<file path="config.mk">
export PLATFORM = sky130hd
export DESIGN_NAME = serial_poll_master
export DESIGN_NICKNAME = d
export VERILOG_FILES = /design/src/spm_pkg.sv /design/src/serial_poll_master.sv /design/src/spm_eval.sv
export SDC_FILE = /design/constraint.sdc
export NUM_CORES = 1
export LEC_CHECK = 0
export BUFFER_PORTS_ARGS = -buffer_cell sky130_fd_sc_hd__clkbuf_2
export CORE_MARGIN = 1.5
export CORE_UTILIZATION = 53
export DETAILED_ROUTE_END_ITERATION = 6
export PLACE_DENSITY = 0.76
export SYNTH_ARGS = -nofsm -noshare
export SYNTH_HDL_FRONTEND = slang
export SYNTH_SLANG_ARGS = --single-unit
</file>
<file path="constraint.sdc">
create_clock -name clk -period 3.7 [get_ports clk]
set_clock_uncertainty 0.2 [all_clocks]
set_input_delay 0.37 -clock clk [delete_from_list [all_inputs] [get_ports clk]]
set_output_delay 0.37 -clock clk [all_outputs]
set_load 0.05 [all_outputs]
</file>
<file path="src/spm_pkg.sv">
`default_nettype none

package spm_pkg;

	localparam int HEAD_DEPTH = 5;
	localparam int HEAD_IDX_W = $clog2(HEAD_DEPTH);
	localparam int REQ_LEN = 6;

	typedef enum logic [1:0] {
		OP_START = 2'd0,
		OP_BYTE  = 2'd1,
		OP_TICK  = 2'd2
	} op_t;

	typedef enum logic [1:0] {
		CMD_PING   = 2'd0,
		CMD_STATUS = 2'd1,
		CMD_INPUTS = 2'd2
	} cmd_t;

	localparam logic [2:0] RES_OK       = 3'd0;
	localparam logic [2:0] RES_TIMEOUT  = 3'd1;
	localparam logic [2:0] RES_CHECKSUM = 3'd2;
	localparam logic [2:0] RES_EMPTY    = 3'd3;
	localparam logic [2:0] RES_INVALID  = 3'd4;

	localparam logic KIND_TX     = 1'b0;
	localparam logic KIND_RESULT = 1'b1;

	localparam logic [7:0] CFG_OWN_ADDRESS   = 8'd0;
	localparam logic [7:0] CFG_REPLY_TIMEOUT = 8'd1;

	localparam logic [7:0] REQ_LEN_BYTE = 8'h03;
	localparam logic [7:0] REQ_PAD_BYTE = 8'h00;
	localparam logic [7:0] TAG_PING     = 8'h05;
	localparam logic [7:0] TAG_STATUS   = 8'h03;
	localparam logic [7:0] TAG_INPUTS   = 8'h02;

	typedef logic [HEAD_DEPTH-1:0][7:0] head_t;

	// transaction state seen by the reply evaluator
	typedef struct packed {
		logic [1:0] cmd;
		logic [7:0] target;
		logic [3:0] count;
		logic [7:0] xor_acc;
		logic       any_nz;
		head_t      head;
	} txn_t;

	typedef struct packed {
		logic       done;
		logic [2:0] code;
		logic [7:0] value_a;
		logic [7:0] value_b;
		logic [3:0] count;
		logic [7:0] xor_acc;
		logic       any_nz;
	} eval_t;

	function automatic logic [3:0] reply_length(input logic [1:0] cmd);
		case (cmd)
			CMD_PING:   return 4'd8;
			CMD_STATUS: return 4'd6;
			default:    return 4'd5;
		endcase
	endfunction

	function automatic logic [7:0] reply_tag(input logic [1:0] cmd);
		case (cmd)
			CMD_PING:   return TAG_PING;
			CMD_STATUS: return TAG_STATUS;
			default:    return TAG_INPUTS;
		endcase
	endfunction

	function automatic logic [7:0] req_byte(input logic [2:0] idx, input logic [7:0] tgt,
			input logic [7:0] own, input logic [1:0] cmd);
		case (idx)
			3'd0:    return tgt;
			3'd1:    return own;
			3'd2:    return REQ_LEN_BYTE;
			3'd3:    return REQ_PAD_BYTE;
			3'd4:    return {6'd0, cmd};
			default: return tgt ^ own ^ REQ_LEN_BYTE ^ REQ_PAD_BYTE ^ {6'd0, cmd};
		endcase
	endfunction

endpackage

`default_nettype wire

</file>
<file path="src/serial_poll_master.sv">
// Path: an item is taken into the input register at the accepting edge, then into the
// result register once that is free and no request bytes are pending.
// Throughput: one item per cycle while out_ready and the sequencer allow; a start holds
// the input while its 6 request bytes pass through the single result register.
// Reset (arst_n low): idle, no result pending, own address 0, reply timeout 500 ticks.
// Reply header store is not reset; only bytes of the current reply are read.
`default_nettype none

module serial_poll_master import spm_pkg::*; #(
	parameter int TIMER_BITS = 16
) (
	input  var logic        clk,
	input  var logic        arst_n,
	input  var logic        cfg_valid,
	output var logic        cfg_ready,
	input  var logic [7:0]  cfg_index,
	input  var logic [15:0] cfg_data,
	input  var logic        in_valid,
	output var logic        in_ready,
	input  var logic [1:0]  op,
	input  var logic [1:0]  command,
	input  var logic [7:0]  target_address,
	input  var logic [7:0]  rx_byte,
	output var logic        out_valid,
	input  var logic        out_ready,
	output var logic        kind,
	output var logic [7:0]  tx_byte,
	output var logic        last,
	output var logic [2:0]  result_code,
	output var logic [7:0]  value_a,
	output var logic [7:0]  value_b
);

	localparam int CMP_W = (TIMER_BITS > 16) ? TIMER_BITS : 16;
	localparam logic [TIMER_BITS-1:0] TICK_MAX = {TIMER_BITS{1'b1}};

	// configuration
	logic [7:0]  own_address_q;
	logic [15:0] reply_timeout_q;

	// input register
	logic       valid_s1;
	logic [1:0] op_s1;
	logic [1:0] command_s1;
	logic [7:0] target_s1;
	logic [7:0] rx_s1;

	// transaction state
	logic                  busy_q;
	logic [1:0]            cmd_q;
	logic [7:0]            target_q;
	logic [3:0]            count_q;
	logic [7:0]            xor_q;
	logic                  any_q;
	head_t                 head_q;
	logic [TIMER_BITS-1:0] tick_q;

	// request byte sequencer
	logic       seq_busy_q;
	logic [2:0] seq_idx_q;

	// result register
	logic       out_valid_q;
	logic       kind_q;
	logic [7:0] tx_q;
	logic       last_q;
	logic [2:0] code_q;
	logic [7:0] va_q;
	logic [7:0] vb_q;

	txn_t                  txn;
	eval_t                 ev;
	logic                  out_free;
	logic                  fire_s1;
	logic [TIMER_BITS-1:0] tick_next;
	logic                  timed_out;
	logic                  start_ok;
	logic                  emit;

	assign cfg_ready = 1'b1;
	assign out_free  = !out_valid_q || out_ready;
	assign fire_s1   = valid_s1 && out_free && !seq_busy_q;
	assign in_ready  = !valid_s1 || fire_s1;

	assign txn.cmd     = cmd_q;
	assign txn.target  = target_q;
	assign txn.count   = count_q;
	assign txn.xor_acc = xor_q;
	assign txn.any_nz  = any_q;
	assign txn.head    = head_q;

	spm_eval u_eval (
		.txn         (txn),
		.own_address (own_address_q),
		.rx_byte     (rx_s1),
		.res         (ev)
	);

	assign tick_next = (tick_q == TICK_MAX) ? tick_q : tick_q + TIMER_BITS'(1);
	assign timed_out = (CMP_W'(tick_next) >= CMP_W'(reply_timeout_q));
	assign start_ok  = !busy_q && (command_s1 <= CMD_INPUTS);

	// result register loads a new item this cycle
	assign emit = (seq_busy_q && out_free) || (fire_s1 && (
		(op_s1 == OP_START && start_ok) ||
		(op_s1 == OP_BYTE && busy_q && ev.done) ||
		(op_s1 == OP_TICK && busy_q && timed_out)));

	always_ff @(posedge clk or negedge arst_n) begin
		if (!arst_n) begin
			own_address_q   <= 8'd0;
			reply_timeout_q <= 16'd500;
		end else if (cfg_valid) begin
			unique case (cfg_index)
				CFG_OWN_ADDRESS:   own_address_q   <= cfg_data[7:0];
				CFG_REPLY_TIMEOUT: reply_timeout_q <= cfg_data;
				default: ;
			endcase
		end
	end

	always_ff @(posedge clk or negedge arst_n) begin
		if (!arst_n) begin
			valid_s1 <= 1'b0;
		end else if (in_ready) begin
			valid_s1 <= in_valid;
		end
	end

	always_ff @(posedge clk) begin
		if (in_ready && in_valid) begin
			op_s1      <= op;
			command_s1 <= command;
			target_s1  <= target_address;
			rx_s1      <= rx_byte;
		end
	end

	// reply header store, written only while collecting
	always_ff @(posedge clk) begin
		if (fire_s1 && op_s1 == OP_BYTE && busy_q && count_q < 4'(HEAD_DEPTH)) begin
			head_q[count_q[HEAD_IDX_W-1:0]] <= rx_s1;
		end
	end

	always_ff @(posedge clk or negedge arst_n) begin
		if (!arst_n) begin
			busy_q      <= 1'b0;
			cmd_q       <= 2'd0;
			target_q    <= 8'd0;
			count_q     <= 4'd0;
			xor_q       <= 8'd0;
			any_q       <= 1'b0;
			tick_q      <= '0;
			seq_busy_q  <= 1'b0;
			seq_idx_q   <= 3'd0;
			out_valid_q <= 1'b0;
			kind_q      <= KIND_TX;
			tx_q        <= 8'd0;
			last_q      <= 1'b0;
			code_q      <= RES_OK;
			va_q        <= 8'd0;
			vb_q        <= 8'd0;
		end else begin
			if (emit) begin
				out_valid_q <= 1'b1;
			end else if (out_ready) begin
				out_valid_q <= 1'b0;
			end
			if (seq_busy_q && out_free) begin
				kind_q      <= KIND_TX;
				tx_q        <= req_byte(seq_idx_q, target_q, own_address_q, cmd_q);
				last_q      <= (seq_idx_q == 3'(REQ_LEN - 1));
				code_q      <= RES_OK;
				va_q        <= 8'd0;
				vb_q        <= 8'd0;
				seq_idx_q   <= seq_idx_q + 3'd1;
				if (seq_idx_q == 3'(REQ_LEN - 1)) seq_busy_q <= 1'b0;
			end else if (fire_s1) begin
				case (op_s1)
					OP_START: begin
						if (start_ok) begin
							busy_q      <= 1'b1;
							cmd_q       <= command_s1;
							target_q    <= target_s1;
							count_q     <= 4'd0;
							xor_q       <= 8'd0;
							any_q       <= 1'b0;
							tick_q      <= '0;
							kind_q      <= KIND_TX;
							tx_q        <= target_s1;
							last_q      <= 1'b0;
							code_q      <= RES_OK;
							va_q        <= 8'd0;
							vb_q        <= 8'd0;
							seq_busy_q  <= 1'b1;
							seq_idx_q   <= 3'd1;
						end
					end
					OP_BYTE: begin
						if (busy_q) begin
							if (ev.done) begin
								busy_q      <= 1'b0;
								count_q     <= 4'd0;
								xor_q       <= 8'd0;
								any_q       <= 1'b0;
								tick_q      <= '0;
								kind_q      <= KIND_RESULT;
								tx_q        <= 8'd0;
								last_q      <= 1'b1;
								code_q      <= ev.code;
								va_q        <= ev.value_a;
								vb_q        <= ev.value_b;
							end else begin
								count_q <= ev.count;
								xor_q   <= ev.xor_acc;
								any_q   <= ev.any_nz;
							end
						end
					end
					OP_TICK: begin
						if (busy_q) begin
							if (timed_out) begin
								busy_q      <= 1'b0;
								count_q     <= 4'd0;
								xor_q       <= 8'd0;
								any_q       <= 1'b0;
								tick_q      <= '0;
								kind_q      <= KIND_RESULT;
								tx_q        <= 8'd0;
								last_q      <= 1'b1;
								code_q      <= RES_TIMEOUT;
								va_q        <= 8'd0;
								vb_q        <= 8'd0;
							end else begin
								tick_q <= tick_next;
							end
						end
					end
					default: ;
				endcase
			end
		end
	end

	assign out_valid   = out_valid_q;
	assign kind        = kind_q;
	assign tx_byte     = tx_q;
	assign last        = last_q;
	assign result_code = code_q;
	assign value_a     = va_q;
	assign value_b     = vb_q;

endmodule

`default_nettype wire

</file>
<file path="src/spm_eval.sv">
`default_nettype none

// Folds one reply byte into the transaction and grades the reply once complete.
module spm_eval import spm_pkg::*; (
	input  var txn_t       txn,
	input  var logic [7:0] own_address,
	input  var logic [7:0] rx_byte,
	output eval_t          res
);

	logic [7:0] xor_next;
	logic       any_next;
	logic [3:0] count_next;

	assign xor_next   = txn.xor_acc ^ rx_byte;
	assign any_next   = txn.any_nz | (rx_byte != 8'd0);
	assign count_next = txn.count + 4'd1;

	always_comb begin
		res         = '0;
		res.count   = count_next;
		res.xor_acc = xor_next;
		res.any_nz  = any_next;
		res.done    = (count_next >= reply_length(txn.cmd));
		// header bytes always arrive before the final byte
		if (xor_next != 8'd0) begin
			res.code = RES_CHECKSUM;
		end else if (!any_next) begin
			res.code = RES_EMPTY;
		end else if (txn.head[0] != own_address || txn.head[1] != txn.target ||
				txn.head[2] != reply_tag(txn.cmd)) begin
			res.code = RES_INVALID;
		end else begin
			res.code = RES_OK;
			if (txn.cmd == CMD_STATUS) begin
				res.value_a = txn.head[3];
				res.value_b = txn.head[4];
			end else if (txn.cmd == CMD_INPUTS) begin
				res.value_a = txn.head[3];
			end
		end
	end

endmodule

`default_nettype wire

</file>
==> results of run 1 <==
==> through the flow <==
| stage | instance area (sq um) | TNS [ps] | power (mW) | utilization |
|---|---|---|---|---|
| detailed placement | 8640 | -595 | 4.63 | 0.599 |
| global placement | 8640 | -1680 | 4.52 | 0.599 |
| CTS | 9610 | 0 | 6.41 | 0.666 |
| finish | 9780 | 0 | 6.55 | 0.678 |
| global route | 9780 | -245 | 6.90 | 0.678 |
| floorplan | 7800 | 0 | 3.94 | - |
==> routing by layer <==
layer	vias up	routed length, microns	track usage
li1	2838	-	-
met1	2895	8150	0.331
met2	207	9130	0.413
met3	30	999	0.0549
met4	0	312	0.0760
met5	-	0	0
==> worst max-delay path, stage by stage, from the launching register on <==
cell and delay (ps):
dfrtp_1 360, nand2_1 100, or3_4 430, or2_4 270, xnor2_2 140, ha_1 290
nand2b_4 140, a2111o_1 400, a32o_2 340, or3_4 380, or4_1 430, o21ai_1 90
==> synth_stat cells, types with 5 or more instances <==
library cell | instances | share of area
ha_1 | 31 | 0.050
nand3_1 | 19 | 0.012
nand2b_1 | 16 | 0.013
dfrtp_1 | 93 | 0.30
o21ai_1 | 6 | 0.0039
and3_1 | 7 | 0.0056
nand2_1 | 74 | 0.036
nand4_1 | 9 | 0.0072
inv_1 | 32 | 0.015
a21oi_1 | 21 | 0.014
dfstp_2 | 6 | 0.020
nor2_1 | 43 | 0.021
a22oi_1 | 6 | 0.0058
a22o_1 | 6 | 0.0068
and2_1 | 5 | 0.0040
nor3_1 | 5 | 0.0032
a221o_1 | 7 | 0.0090
nor4_1 | 10 | 0.0080
xor2_1 | 28 | 0.032
mux2_2 | 35 | 0.051
or3_1 | 6 | 0.0048
clkbuf_1 | 16 | 0.0077
edfxtp_1 | 60 | 0.23
a31oi_1 | 7 | 0.0056
o21ai_0 | 57 | 0.037
xnor2_1 | 15 | 0.017
buf_2 | 9 | 0.0058
o31ai_1 | 6 | 0.0058
==> logic make-up after synthesis <==
family	Yosys count	synth area share
and+or+nand+nor	219	0.142
other	1	0.000482
adders and majority gates	31	0.0499
DFF	159	0.551
AOI/OAI and AO/OA	148	0.124
xor gates and xnor gates	43	0.0484
muxes	37	0.0533
buffers and inverters	59	0.0306
==> cell type report <==
cell class / count / area (sq um) / share of cell area
well taps: 184 / 230 / 0.0235
clock inverters: 13 / 116 / 0.0119
inverters: 32 / 120 / 0.0123
repair buffers: 164 / 1180 / 0.120
flip-flops and latches: 159 / 4290 / 0.438
clock buffers: 19 / 454 / 0.0464
multi-input cells: 480 / 3390 / 0.347
==> report_power, final <==
part | leakage (nW) | switching (mW) | total, mW | internal (mW)
Combinational | 2.15 | 1.38 | 2.37 | 0.998
Sequential | 1.85 | 0.342 | 2.48 | 2.14
Clock | 0.281 | 0.766 | 1.69 | 0.926
Total | 4.28 | 2.48 | 6.55 | 4.06
==> worst min-delay path by stage <==
stage	from	end	slack [ps]	cells past startpoint
2_1_floorplan	arst_n	any_q	-130	0
3_3_place_gp	any_q	any_q	260	2
3_5_place_dp	value_a[2]	value_a[2]	280	2
4_1_cts	cfg_data[5]	own_address_q[5]	10	2
5_1_grt	cfg_data[5]	own_address_q[5]	20	2
6_report	cfg_data[5]	own_address_q[5]	20	2
==> what timing repair did <==
item / CTS / global route
gates cloned: 0 / 2
setup buffers: 1 / 4
hold buffers: 37 / 0
gates resized for setup: 5 / 33
endpoints found under the setup margin: 31 / 58
endpoints found under the hold margin: 116 / 0
pin swaps: 2 / 10
==> impl_metrics.json, run 1 <==
{
  "via_per_inst": 5.68,
  "grt_pass1_wl_microns": 28800,
  "worstPathRequired_ps": 3860,
  "wl_per_cell_microns": 17.7,
  "cts.reportedPaths.clkPinSlew_ps": 60,
  "worst_pin_slew_ps": 1300,
  "crit_fanout": 7,
  "setup.worst_path.end": "tick_q[8]",
  "fillers": 1040,
  "largest_reg_flops": 40,
  "numCtsBuffers": 17,
  "place.gp.congestion": 0.880,
  "async_reset_ff_frac": 0.623,
  "hold_violations": 0,
  "portBuffers": 79,
  "fin_crit_sh": 0.986,
  "areaGrowthSynthToFinish_pct": 25.8,
  "finalWirelength_microns": 18600,
  "drv_slew": 0,
  "num_rows": 44,
  "rrSetupSlack_ps": 50,
  "synth_flop_cell": "dfrtp_1",
  "syn_inst": 697,
  "yosys.cell_types.count": 67,
  "critPathLaunchType": "flop",
  "ys_seq_area_frac": 0.551,
  "fin_crit_ps": 3650,
  "rsz0062_at_grt": "yes",
  "slew_headroom": 0.124,
  "initial_core_util": 0.539,
  "holdWs_ps": 24.6,
  "p_leak_nw": 4.28,
  "endpoint_kind": "flop",
  "antenna_found_initial": 0,
  "max_freq_ghz": 0.274,
  "cts_max_path_buffers": 2,
  "hpwl_microns": 13000,
  "fin_nets": 934,
  "drive_gt1_frac": 0.264,
  "crit_type": "flop to flop",
  "synth_area_sq_mm": 0.00777,
  "status": "finished clean",
  "crit_arrival_ps": 3810,
  "p_per_area_mw_per_mm2": 670,
  "final_cells": 1051,
  "grt_overflow": 0,
  "die-height_microns": 124,
  "rr_worst_depth": 11,
  "pin_count": 81,
  "regToRegStartpoint": "tick_q[7]",
  "synth_edf_count": 60,
  "drtIter0Drc": 502,
  "final_common_cell": "dfrtp_1",
  "cts.sinks": 159,
  "finalSetupViolCount": 0,
  "via_count": 5970,
  "htreeDepth": 4,
  "diodes": 0,
  "grt_usage": 0.250,
  "clockRootBuffer": "clkbuf_16",
  "critPathLaunch": "tick_q[7]",
  "ant_nets": 0,
  "cts_tree": "built",
  "mostFrequentLayoutCells": "dfrtp_1 (93), clkbuf_2 (78), nand2_1 (74)",
  "ys_ff_latch": 159,
  "core-area_sq_mm": 0.0144,
  "ir_worst_vdd_v": 0.000434,
  "grt_pass1_vias": 5829,
  "syn_area_per_cell_sq_um": 11.2,
  "drcViolationCount": 0,
  "synthesis.nets": 777,
  "grt_max_degree": 84,
  "place_inst": 975,
  "hp-class": "input port to flop",
  "dp_slack_ps": -67.1,
  "insertion_delay_ps": 430,
  "fin_ws_ps": 51.6,
  "max_cap_violations": 0,
  "firstDrtPassIters": 5,
  "regToRegEndpoint": "tick_q[8]",
  "yosysWarnings": 0,
  "die_w_microns": 124,
  "die-area_sq_mm": 0.0154
}
No activity file was read; power rests on OpenSTA's default activity.
==> run 2, diff against run 1 <==
Settings changed: CORE_UTILIZATION 53 to 55, CTS_BUF_LIST from default to sky130_fd_sc_hd__clkbuf_4, PLACE_DENSITY 0.76 to 0.78.
==> run 2 against run 1 <==
  * The flow now finishes with violations (negative setup slack)
  * Global-route usage is 2.0 points higher
  * Final cell count is 0.95% higher
  * First-iteration DRC count is 25% higher
  * Critical endpoint is now tick_q[11]
  * Total power is 3.2% lower
  * Register-to-register slack worse by 90 ps
  * Clock power is 34% lower
  * Flip-flop and latch count stayed put
  * Final area hardly changed
  * Critical path depth is 2 higher
  * Setup slack worse by 93 ps
==> impl_metrics.json, run 2 (synthesis gave the netlist of run 1 again) <==
{
  "status": "finished, violations left",
  "violations": "negative setup slack",
  "slew_headroom": 0.166,
  "fin_ws_ps": -41.7,
  "final_util": 0.707,
  "drive_gt1_frac": 0.300,
  "areaGrowthSynthToFinish_pct": 25.7,
  "max_freq_ghz": 0.267,
  "largest_reg_flops": 40,
  "cts.sinks": 159,
  "fillers": 957,
  "grt_overflow": 0,
  "cts_tree": "built",
  "drtIter0Drc": 628,
  "ir_worst_vdd_v": 0.000348,
  "crit_type": "flop to flop",
  "initial_core_util": 0.562,
  "drcViolationCount": 0,
  "antenna_found_initial": 1,
  "portBuffers": 79,
  "drv_slew": 0,
  "place.gp.congestion": 0.912,
  "die_w_microns": 122,
  "wl_per_cell_microns": 18.8,
  "final_common_cell": "dfrtp_1",
  "p_int_mw": 3.76,
  "hold_violations": 0,
  "ant_nets": 0,
  "p_per_area_mw_per_mm2": 648,
  "crit_arrival_ps": 4060,
  "numCtsBuffers": 17,
  "seq_power_share": 0.393,
  "cts_max_path_buffers": 2,
  "die-height_microns": 122,
  "p_switching_mw": 2.57,
  "clockPowerShare": 0.176,
  "max_cap_violations": 0,
  "rsz0062_at_grt": "yes",
  "clockRootBuffer": "clkbuf_4",
  "p_leak_nw": 4.26,
  "num_rows": 43,
  "fin_area_sq_mm": 0.00978,
  "grt_pass1_vias": 6105,
  "firstDrtPassIters": 5,
  "worst_pin_slew_ps": 1240,
  "die-area_sq_mm": 0.0149,
  "hpwl_microns": 13300,
  "grt_usage": 0.270,
  "via_per_inst": 5.87,
  "fin_crit_sh": 1.01,
  "mostFrequentLayoutCells": "dfrtp_1 (93), clkbuf_2 (79), nand2_1 (70)",
  "finalSetupViolCount": 17,
  "worstPathRequired_ps": 4010,
  "insertion_delay_ps": 590,
  "endpoint_kind": "flop",
  "hp-class": "input port to flop",
  "cts.reportedPaths.clkPinSlew_ps": 150,
  "power_switching_share": 0.406,
  "grt_max_degree": 44,
  "fin_nets": 947,
  "htreeDepth": 4,
  "core-area_sq_mm": 0.0138,
  "via_count": 6231,
  "post_dp_cell_area_sq_mm": 0.00859,
  "grt_pass1_wl_microns": 30400,
  "p_comb_frac": 0.431,
  "crit_fanout": 7,
  "finalWirelength_microns": 20000,
  "critPathLaunchType": "flop",
  "fin_crit_ps": 3740,
  "pin_count": 81
}
## run 2: worst paths after layout
path,from,to,slack [ps],cells after the start
min in group asynchronous,arst_n,tick_q[13],60,2
worst min register to register,value_b[2],value_b[2],300,2
worst max register to register,tick_q[0],tick_q[11],-40,13
worst max-delay path,tick_q[0],tick_q[11],-40,13
max in group asynchronous,arst_n,value_b[0],2360,3
worst min-delay path,cfg_index[0],own_address_q[6],50,3
## run 2: power groups by stage
stage | clock network (mW) | registers (mW) | logic (mW)
3_3_place_gp | 0 | 2.48 | 2.03
3_5_place_dp | 0 | 2.50 | 2.12
4_1_cts | 1.12 | 2.47 | 2.18
2_1_floorplan | 0 | 2.54 | 1.40
6_report | 1.11 | 2.49 | 2.73
5_1_grt | 1.20 | 2.52 | 2.94
## run 2: routing by layer
layer  up-vias  share of wire  GRT usage
li1       2864              -          -
met1      3056           0.43      0.361
met2       263           0.49      0.441
met3        48          0.061     0.0571
met4         0          0.022     0.0890
met5         -              0          0
## run 2: final cells by class
type	instances	area, sq um	share of cell area
clock inverter	15	174	0.0178
timing repair buffer	177	1340	0.137
antenna	1	2.50	0.000256
tap	180	225	0.0230
sequential	159	4290	0.438
inverter	32	120	0.0123
multi-input combinational	480	3500	0.358
clock buffer	17	128	0.0131
## run 2: worst max-delay path: stages (launching register included)
cell and delay [ps]:
dfrtp_1 410, ha_2 230, and2_4 180, nand3_4 110, or2_4 310, xnor2_1 140
ha_1 290, nand2b_4 140, a2111o_1 350, a32o_2 310, buf_6 130, or3_4 370
or4_1 400, o21ai_1 100
## run 2: repair_timing
item | in CTS | in global routing
endpoints found under the hold margin | 81 | 0
gates resized for setup | 5 | 81
buffers inserted | 0 | 25
pin swaps | 1 | 30
hold buffers | 39 | 0
gates cloned | 0 | 4
endpoints found under the setup margin | 35 | 53
## run 2: through the flow
stage	setup WS (ps)	hold WS [ps]	TNS, ps	std cells	total power, mW
6_report	-41.7	52.9	-333	1061	6.34
5_1_grt	-197	85.9	-5250	1061	6.66
4_1_cts	0.929	33.5	0	1037	5.77
3_5_place_dp	-117	172	-959	966	4.63
3_3_place_gp	32.7	164	0	966	4.52
2_1_floorplan	22.5	-126	0	697	3.94
